File: config.mk
export PLATFORM = sky130hd
export DESIGN_NAME = two_axis_line_step_interpolator
export DESIGN_NICKNAME = d
export VERILOG_FILES = /design/src/tlis_pkg.sv /design/src/tlis_axis.sv /design/src/two_axis_line_step_interpolator.sv
export SDC_FILE = /design/constraint.sdc
export NUM_CORES = 1
export LEC_CHECK = 0
export BUFFER_PORTS_ARGS = -buffer_cell sky130_fd_sc_hd__buf_2
export CORE_UTILIZATION = 37
export DETAILED_ROUTE_END_ITERATION = 10
export SYNTH_ARGS = -nofsm -noshare
export SYNTH_HDL_FRONTEND = slang
export SYNTH_SLANG_ARGS = --single-unit
File: constraint.sdc
create_clock -name clk -period 13.5 [get_ports clk]
set_input_delay 1.35 -clock clk [delete_from_list [all_inputs] [get_ports clk]]
set_output_delay 1.35 -clock clk [all_outputs]
set_load 0.005 [all_outputs]
File: src/tlis_pkg.sv
`timescale 1ns / 1ps
// ----------------------------------------------------------------------------
// Two-axis line step interpolator package
// Shared command codes, field widths and the per-axis control struct.
// ----------------------------------------------------------------------------
package tlis_pkg;

    localparam int FIELD_W = 24;
    localparam int MAG_W   = 25;
    localparam int ERR_W   = 26;
    localparam logic [MAG_W-1:0] MAG_MAX = '1;

    typedef enum logic [1:0] {
        CMD_REL  = 2'd0,
        CMD_ABS  = 2'd1,
        CMD_TICK = 2'd2
    } cmd_t;

    typedef struct packed {
        logic load;      // move command taken this cycle
        logic absolute;  // move target is an absolute position
        logic tick;      // one DDA iteration this cycle
    } axis_ctl_t;

endpackage

File: src/tlis_axis.sv
`timescale 1ns / 1ps
// ----------------------------------------------------------------------------
// Single axis DDA datapath
// Holds position, magnitude, error and direction of one axis, derives the
// move magnitude on a command and takes one Bresenham step on a tick.
// ----------------------------------------------------------------------------
module tlis_axis #(
    parameter int POS_BITS = 24
) (
    input  logic                                clk,
    input  logic                                rst_n,
    input  tlis_pkg::axis_ctl_t                 ctl,
    input  logic signed [tlis_pkg::FIELD_W-1:0] move,
    input  logic [tlis_pkg::MAG_W-1:0]          major,
    output logic                                step,
    output logic                                dir_next,
    output logic signed [POS_BITS-1:0]          pos_next,
    output logic [tlis_pkg::MAG_W-1:0]          mag_load
);
    import tlis_pkg::*;

    localparam int DW = ((POS_BITS > FIELD_W) ? POS_BITS : FIELD_W) + 1;

    logic signed [POS_BITS-1:0] pos_reg;
    logic [MAG_W-1:0]           mag_reg;
    logic [ERR_W-1:0]           err_reg;
    logic                       dir_reg;

    logic signed [DW-1:0] delta;
    logic [DW-1:0]        abs_val;
    logic                 dir_load;
    logic [ERR_W-1:0]     err_sum;
    logic [ERR_W-1:0]     err_next;
    logic signed [POS_BITS-1:0] pos_step;

    always_comb
    begin
        // The difference is one bit wider than either operand, so it is exact.
        if (ctl.absolute)
        begin
            delta = DW'(move) - DW'(pos_reg);
        end
        else
        begin
            delta = DW'(move);
        end
        dir_load = ~delta[DW-1];
        abs_val  = delta[DW-1] ? -delta : delta;
        mag_load = (abs_val > DW'(MAG_MAX)) ? MAG_MAX : abs_val[MAG_W-1:0];

        err_sum  = err_reg + ERR_W'(mag_reg);
        step     = ctl.tick && (err_sum >= ERR_W'(major));
        err_next = step ? (err_sum - ERR_W'(major)) : err_sum;
        pos_step = dir_reg ? (pos_reg + POS_BITS'(1)) : (pos_reg - POS_BITS'(1));
        pos_next = step ? pos_step : pos_reg;
        dir_next = ctl.load ? dir_load : dir_reg;
    end

    always_ff @(posedge clk or negedge rst_n)
    begin
        if (!rst_n)
        begin
            pos_reg <= '0;
            mag_reg <= '0;
            err_reg <= '0;
            dir_reg <= 1'b1;
        end
        else if (ctl.load)
        begin
            mag_reg <= mag_load;
            dir_reg <= dir_load;
            err_reg <= '0;
        end
        else if (ctl.tick)
        begin
            err_reg <= err_next;
            pos_reg <= pos_next;
        end
    end

endmodule

File: src/two_axis_line_step_interpolator.sv
`timescale 1ns / 1ps
// ----------------------------------------------------------------------------
// Two-axis line step interpolator
// Bresenham DDA driving two stepper axes along a straight line.
// ----------------------------------------------------------------------------
// Each accepted command transaction passes through the input register, then
// through the DDA into the result register, to give its result transaction.
// One transaction per cycle while the result side does not hold off with
// m_tready low.
// Reset: asynchronous, active low; positions, errors and counts clear to
// zero, directions to positive, and no move is running.
// ----------------------------------------------------------------------------
module two_axis_line_step_interpolator #(
    parameter int POS_BITS = 24
) (
    input  logic        clk,
    input  logic        rst_n,
    input  logic        s_tvalid,
    output logic        s_tready,
    input  logic [47:0] s_tdata,   // move_x[23:0], move_y[47:24]
    input  logic [1:0]  s_tuser,   // cmd[1:0]
    output logic        m_tvalid,
    input  logic        m_tready,
    // step_x[0], step_y[1], dir_x[2], dir_y[3], busy_res[4], accepted[5],
    // pos_x_now[29:6], pos_y_now[53:30], zero fill[55:54]
    output logic [55:0] m_tdata,
    output logic        m_tlast    // move_done
);
    import tlis_pkg::*;

    logic                      in_valid_reg;
    logic [1:0]                cmd_reg;
    logic signed [FIELD_W-1:0] mx_reg;
    logic signed [FIELD_W-1:0] my_reg;

    logic             running_reg;
    logic [MAG_W-1:0] major_reg;
    logic [MAG_W-1:0] iter_reg;

    logic             out_valid_reg;
    logic [55:0]      out_data_reg;
    logic             out_last_reg;

    logic             adv;
    logic             is_move;
    logic             is_tick;
    axis_ctl_t        ctl;
    logic             step_x;
    logic             step_y;
    logic             dir_x;
    logic             dir_y;
    logic signed [POS_BITS-1:0] pos_x_next;
    logic signed [POS_BITS-1:0] pos_y_next;
    logic [MAG_W-1:0] mag_x_load;
    logic [MAG_W-1:0] mag_y_load;
    logic [MAG_W-1:0] major_load;
    logic [MAG_W-1:0] iter_next;
    logic             done;
    logic             running_next;
    logic [55:0]      out_data_next;

    assign adv      = in_valid_reg && (!out_valid_reg || m_tready);
    assign s_tready = !in_valid_reg || !out_valid_reg || m_tready;

    always_comb
    begin
        is_move = 1'b0;
        is_tick = 1'b0;
        case (cmd_reg)
            CMD_REL, CMD_ABS: is_move = adv && !running_reg;
            CMD_TICK:         is_tick = adv && running_reg;
            default:          ;
        endcase
        ctl.load     = is_move;
        ctl.absolute = (cmd_reg == CMD_ABS);
        ctl.tick     = is_tick;
    end

    tlis_axis #(.POS_BITS(POS_BITS)) u_axis_x (
        .clk      (clk),
        .rst_n    (rst_n),
        .ctl      (ctl),
        .move     (mx_reg),
        .major    (major_reg),
        .step     (step_x),
        .dir_next (dir_x),
        .pos_next (pos_x_next),
        .mag_load (mag_x_load)
    );

    tlis_axis #(.POS_BITS(POS_BITS)) u_axis_y (
        .clk      (clk),
        .rst_n    (rst_n),
        .ctl      (ctl),
        .move     (my_reg),
        .major    (major_reg),
        .step     (step_y),
        .dir_next (dir_y),
        .pos_next (pos_y_next),
        .mag_load (mag_y_load)
    );

    always_comb
    begin
        major_load   = (mag_x_load > mag_y_load) ? mag_x_load : mag_y_load;
        iter_next    = iter_reg + MAG_W'(1);
        done         = is_tick && (iter_next >= major_reg);
        running_next = running_reg;
        if (is_move)
        begin
            running_next = (major_load != '0);
        end
        else if (done)
        begin
            running_next = 1'b0;
        end
        out_data_next = {2'b00,
                         FIELD_W'(pos_y_next),
                         FIELD_W'(pos_x_next),
                         is_move,
                         running_next,
                         dir_y,
                         dir_x,
                         step_y,
                         step_x};
    end

    always_ff @(posedge clk or negedge rst_n)
    begin
        if (!rst_n)
        begin
            in_valid_reg <= 1'b0;
        end
        else if (s_tready)
        begin
            in_valid_reg <= s_tvalid;
        end
    end

    always_ff @(posedge clk)
    begin
        if (s_tvalid && s_tready)
        begin
            cmd_reg <= s_tuser;
            mx_reg  <= s_tdata[23:0];
            my_reg  <= s_tdata[47:24];
        end
    end

    always_ff @(posedge clk or negedge rst_n)
    begin
        if (!rst_n)
        begin
            running_reg <= 1'b0;
            major_reg   <= '0;
            iter_reg    <= '0;
        end
        else
        begin
            running_reg <= running_next;
            if (is_move)
            begin
                major_reg <= major_load;
                iter_reg  <= '0;
            end
            else if (is_tick)
            begin
                iter_reg <= iter_next;
            end
        end
    end

    always_ff @(posedge clk or negedge rst_n)
    begin
        if (!rst_n)
        begin
            out_valid_reg <= 1'b0;
        end
        else if (adv)
        begin
            out_valid_reg <= 1'b1;
        end
        else if (m_tready)
        begin
            out_valid_reg <= 1'b0;
        end
    end

    always_ff @(posedge clk)
    begin
        if (adv)
        begin
            out_data_reg <= out_data_next;
            out_last_reg <= done;
        end
    end

    assign m_tvalid = out_valid_reg;
    assign m_tdata  = out_data_reg;
    assign m_tlast  = out_last_reg;

    // A running move always has a nonzero major count.
    a_running_major: assert property (@(posedge clk) disable iff (!rst_n)
        running_reg |-> (major_reg != '0))
        else $error("move running with zero major count");

    // The iteration count stays below the major count while running.
    a_iter_bound: assert property (@(posedge clk) disable iff (!rst_n)
        running_reg |-> (iter_reg < major_reg))
        else $error("iteration count reached major count while running");

    // The last iteration of a move leaves the block idle.
    a_done_idle: assert property (@(posedge clk) disable iff (!rst_n)
        (m_tvalid && m_tlast) |-> (!m_tdata[4] && !m_tdata[5]))
        else $error("move done reported while still busy or on a command");

    // A taken command never carries a step pulse.
    a_cmd_no_step: assert property (@(posedge clk) disable iff (!rst_n)
        (m_tvalid && m_tdata[5]) |-> (!m_tdata[0] && !m_tdata[1]))
        else $error("step pulse on a move command result");

endmodule

# Word-level counts from Yosys, hierarchy flattened
# Index checks and enable logic that the tools add are counted.
# word_totals
reg_bits,310
latch_bits,0
mem_bits_rw,0
rom_bits,0
inputBits,54
out_inout_bits,59
wordCells,88
memories,0
# classes
addsub,13
mul,0
div,0
order_cmp,6
n_eq_ne,2
n_shift,0
muxes,27
bitwise_logic,3
reduce_logical,19
# op_table
operator,count
2-to-1 mux 25 bit,9
2-to-1 mux 26 bit,6
2-to-1 mux 24 bit,4
adder 26 x 25 -> 26 bit,2
greater-or-equal comparator 26 x 25 -> 1 bit,2
subtractor 26 x 25 -> 26 bit,2
greater-than comparator 25 bit (second input constant),2
negation 25 bit,2
subtractor 24 x 24 -> 25 bit,2
adder 24 x 2 -> 24 bit (second input constant),2
subtractor 24 x 2 -> 24 bit (second input constant),2
adder 25 x 1 -> 25 bit (second input constant),1
greater-or-equal comparator 25 bit,1
greater-than comparator 25 bit,1
nonzero test 25 bit,1
2-to-1 mux 1 bit,8
logical AND 1 bit,7
nonzero test 2 bit,2
zero test 1 bit,3
logical OR 1 bit,3
inverter 1 bit,3
== test 2 x 1 -> 1 bit (second input constant),1
== test 2 bit (second input constant),1
zero test 2 bit,1
other kinds (2),2

# Logic depth before layout (Yosys ltp)
# depth
ltp_word,10
ltp_mapped,34
ltp_nobuf,27

# By module
# A second synthesis with hierarchy kept.
# unflattened
hier_cells,2962
area_unflattened_um2,26101.3
# modules_own_cells
module,n_inst,cells_per_inst,area_each_um2,seq_area_each_um2
tlis_axis (u_axis_x),1,1164,9426.5,1903.1
tlis_axis (u_axis_y),1,1192,9283.9,1903.1
two_axis_line_step_interpolator,1,606,7390.8,4479.3

# Least setup slack after synthesis
# OpenSTA, ideal clock, no wires.
# synth_timing
path_type,reg-to-reg
startpoint,register u_axis_y.pos_reg[0]
endpoint,"register out_data_reg[4] (netlist: m_tdata[4]), data pin"
setup_time_ps,279
arrival_ps,5819
required_ps,13221
setup_slack_ps,7402
path_stages_with_launch,25
n_path_buf,1
synth_period_minus_slack_ps,6098
cell_sequence,dfrtp_1 ha_1 fa_1 or2b_1 a21oi_2 o2111a_2 o41a_4 mux2i_1 nor2_1 o211ai_2 or3_4 or3_4 nor4_4 inv_1 ha_1 nand4_1 nor4_1 a21oi_1 a31o_2 buf_6 mux2i_1 or2_0 a2111o_1 nor4_1 a32oi_1
# synth_via
elab_chain_len,10
# synth_lines
item,line,source
start: declaration,tlis_axis.sv:24,logic signed [POS_BITS-1:0] pos_reg;
start signal: assignment,tlis_axis.sv:77,pos_reg <= pos_next;
subtractor 24 x 24 -> 25 bit *,tlis_axis.sv:41,delta = DW'(move) - DW'(pos_reg);
2-to-1 mux 25 bit *,tlis_axis.sv:39,if (ctl.absolute)
negation 25 bit,tlis_axis.sv:48,abs_val = delta[DW-1] ? -delta : delta;
2-to-1 mux 25 bit *,tlis_axis.sv:48,
greater-than comparator 25 bit,tlis_axis.sv:49,mag_load = (abs_val > DW'(MAG_MAX)) ? MAG_MAX : abs_val[MAG_W-1:0];
2-to-1 mux 25 bit *,tlis_axis.sv:49,
greater-than comparator 25 bit,two_axis_line_step_interpolator.sv:105,major_load = (mag_x_load > mag_y_load) ? mag_x_load : mag_y_load;
2-to-1 mux 25 bit *,two_axis_line_step_interpolator.sv:105,
nonzero test 25 bit *,two_axis_line_step_interpolator.sv:111,running_next = (major_load != '0);
2-to-1 mux 1 bit *,two_axis_line_step_interpolator.sv:109,if (is_move)
net running_next,two_axis_line_step_interpolator.sv:59,logic running_next;
end signal: assignment,two_axis_line_step_interpolator.sv:193,out_data_reg <= out_data_next;
end: declaration,two_axis_line_step_interpolator.sv:41,logic [55:0] out_data_reg;
# Mark *: on every way through the listed nets, which the timed path passes. The rest lies on a longest branch.
# A chain may end at the register's enable or synchronous reset.

# Worst setup path in the final report
# layout_timing
startpoint,register u_axis_x.mag_reg[0]
endpoint,"register out_data_reg[23] (netlist: m_tdata[23]), data pin"
# layout_via
elab_chain_len,4
# layout_lines
item,line,source
start: declaration,tlis_axis.sv:25,logic [MAG_W-1:0] mag_reg;
start signal: assignment,tlis_axis.sv:70,mag_reg <= mag_load;
adder 26 x 25 -> 26 bit,tlis_axis.sv:51,err_sum = err_reg + ERR_W'(mag_reg);
greater-or-equal comparator 26 x 25 -> 1 bit,tlis_axis.sv:52,step = ctl.tick && (err_sum >= ERR_W'(major));
logical AND 1 bit,tlis_axis.sv:52,
2-to-1 mux 24 bit,tlis_axis.sv:55,pos_next = step ? pos_step : pos_reg;
net pos_x_next[17],two_axis_line_step_interpolator.sv:52,logic signed [POS_BITS-1:0] pos_x_next;
# The timed path passes the listed nets, and every way through them passes these cells.

==> run_results.csv <==
group,metric,value,unit
status,status,"complete, no violations",
clocking,htreeDepth,2,
setup_path,critical_path_required,13.81,ns
global_routing,grt_pass1_wl,107800,microns
timing,setup_tns,0,ns
global_routing,first_global_vias,19560,
layout,most-common-layout-cells,"nand2_1, o21ai_0, ha_1, a21oi_1, dfrtp_1",
place,place.gp.congestion,0.9069,
timing,setup_viol,0,
timing,slew-limit-headroom,27.51,%
timing,fin_skew,0.02311,ns
timing,drv_slew,0,
place,placedCellCount,3737,
synthesis,syn_area_per_cell,8.709,sq um
floorplan,start_util,37.52,%
timing,fmax,0.1363,GHz
place,place_hpwl,50580,microns
setup_path,crit_path_max_fanout,38,
timing,tightest_slew,1.084,ns
synthesis,yosys-top-cells-area,"dfrtp_1, edfxtp_1, ha_1",
routing,drtPass1Iterations,6,
floorplan,die_w,260.9,microns
timing,whs,0.4789,ns
layout,post_route_cells_drive_above_1_share,8.668,%
place,port-buffer-count,110,
layout,num-fill-cells,6718,
layout,regArea,8285,sq um
routing,wl_per_cell,17.88,microns
routing,drc,0,
timing,fin_crit_sh,54.33,%
synthesis,synth_area,24800,sq um
setup_path,arrival,7.65,ns
timing,hold_violations,0,
setup_path,critPathKind,"register to register",
timing,min_period,7.334,ns
synthesis,yosysTopAreaCell,"dfrtp_1",
layout,fin_nets,3220,
run,maxCapViolCount,0,
layout,area_growth,10.17,%
setup_path,rrSetupSlack,6.17,ns
routing,avgViaCountPerCell,5.446,
routing,ant_nets,0,
clocking,clk-insertion-delay-late,0.57,ns
global_routing,grt_max_degree,92,
synthesis,synth-edff-count,105,
clocking,cts_tree,"yes",
global_routing,globalRouteOverflowTotal,0,
synthesis,postSynthCellCount,2848,
floorplan,rows,94,
synthesis,synth_cell_types,109,
global_routing,antenna_found_initial,1,
synthesis,synth_top_area_share,20.48,%
layout,n_antenna_cell,0,
setup_path,critical_path.startpoint_type,"register",
clocking,cts_buffers,38,
floorplan,fp.coreArea,66100,sq um
clocking,clock_path_buffers,3,
floorplan,die_area,68070,sq um
timing,rsz0062_at_grt,"no",
layout,final_common_cell,"nand2_1",
global_routing,grtUsageTotal,19.97,%
hold_path,holdCritPathClass,"register to register",
layout,multi_input_area,15440,sq um
layout,layout.cells.non_filler,3806,
layout,largest_reg_flops,54,
synthesis,synth-seq-cells,310,
clocking,cts_resized,0,
clocking,cts_setup_buffers,0,
setup_path,endpoint_kind,"register",
clocking,cts_sinks,310,
layout,fin_util,41.34,%
floorplan,fp.dieH,260.9,microns
synthesis,synth-warning-count,0,
routing,vias,20728,
clocking,path_clk_slew,0.06,ns
routing,routed_wl,68040,microns
clocking,clock-root-buffer,"clkbuf_16",
synthesis,ys.flop_type,"dfrtp_1",
routing,drtIter0Drc,1398,
synthesis,async_flop_share,66.13,%
floorplan,ioPinCount,113,
synthesis,synth_seq_area_share,33.41,%
clocking,hold_buffers,0,
synthesized netlist by cell type (34+ instances only):
master / number
nand2_1: 317
o21ai_0: 290
xor2_1: 96
dfrtp_1: 203
a21o_1: 66
xnor2_1: 128
nand4_1: 34
nor3_1: 63
o21a_1: 37
ha_1: 245
clkbuf_1: 73
nand3_1: 62
inv_1: 152
nor2_1: 192
edfxtp_1: 105
a21oi_1: 213
through the flow:
stage,setup slack [ns],cell area [sq um]
2_1_floorplan,7.402,24810
3_3_place_gp,6.311,26120
3_5_place_dp,6.226,26120
4_1_cts,6.147,27330
5_1_grt,5.422,27330
6_report,6.166,27330
worst paths after layout:
check,from,end,depth (start not counted)
worst max-delay path,u_axis_x.mag_reg[0],m_tdata[23],24
worst min-delay path,major_reg[16],major_reg[16],2
worst max register to register,u_axis_x.mag_reg[0],m_tdata[23],24
worst min register to register,major_reg[16],major_reg[16],2
max in group asynchronous,rst_n,u_axis_y.pos_reg[21],2
min in group asynchronous,rst_n,iter_reg[8],1
metal layers:
layer	part of all wire, %	track usage [%]	up-vias
li1	-	-	10502
met1	49	28.23	9717
met2	44	31.75	425
met3	4.1	2.593	84
met4	2.7	5.734	0
met5	0	0	-
cells by family after synthesis:
family | Yosys count | synth area share (%)
buffers and inverters | 262 | 4.606
DFF | 310 | 33.41
other | 1 | 0.01512
and+or+nand+nor | 862 | 16.41
AOI/OAI and AO/OA | 901 | 23.22
muxes | 35 | 1.428
xor gates and xnor gates | 224 | 7.910
adders and majority gates | 253 | 13.01
worst max-delay path: stages (launching register included):
cell and delay, ns:
dfrtp_1 0.39, ha_1 0.22, fa_1 0.42, a21o_1 0.17, a21oi_1 0.28, o21a_1 0.21, o41ai_1 0.10, a41o_1 0.26
o41ai_1 0.58, o2111ai_1 0.21, a21oi_1 0.34, o21bai_1 0.13, a21o_1 0.20, xor2_1 0.15, ha_1 0.34, o21ai_0 0.10
nand2b_1 0.07, a21oi_1 0.18, a31oi_1 0.14, nor3_2 0.67, buf_4 0.46, nand2b_1 0.16, buf_4 0.34, inv_1 0.48
mux2_2 0.42
area by class of cell:
type	instances	area share, %
Timing Repair Buffer	133	2.683
Sequential cell	310	30.32
Clock inverter	14	0.4075
Clock buffer	55	4.011
Inverter	153	2.102
Multi-Input combinational cell	2277	56.52
Tap cell	864	3.956
Power is left out: the tool's default activity adds up to more than one toggle a clock period on the data nets, which glitch-free logic cannot reach.
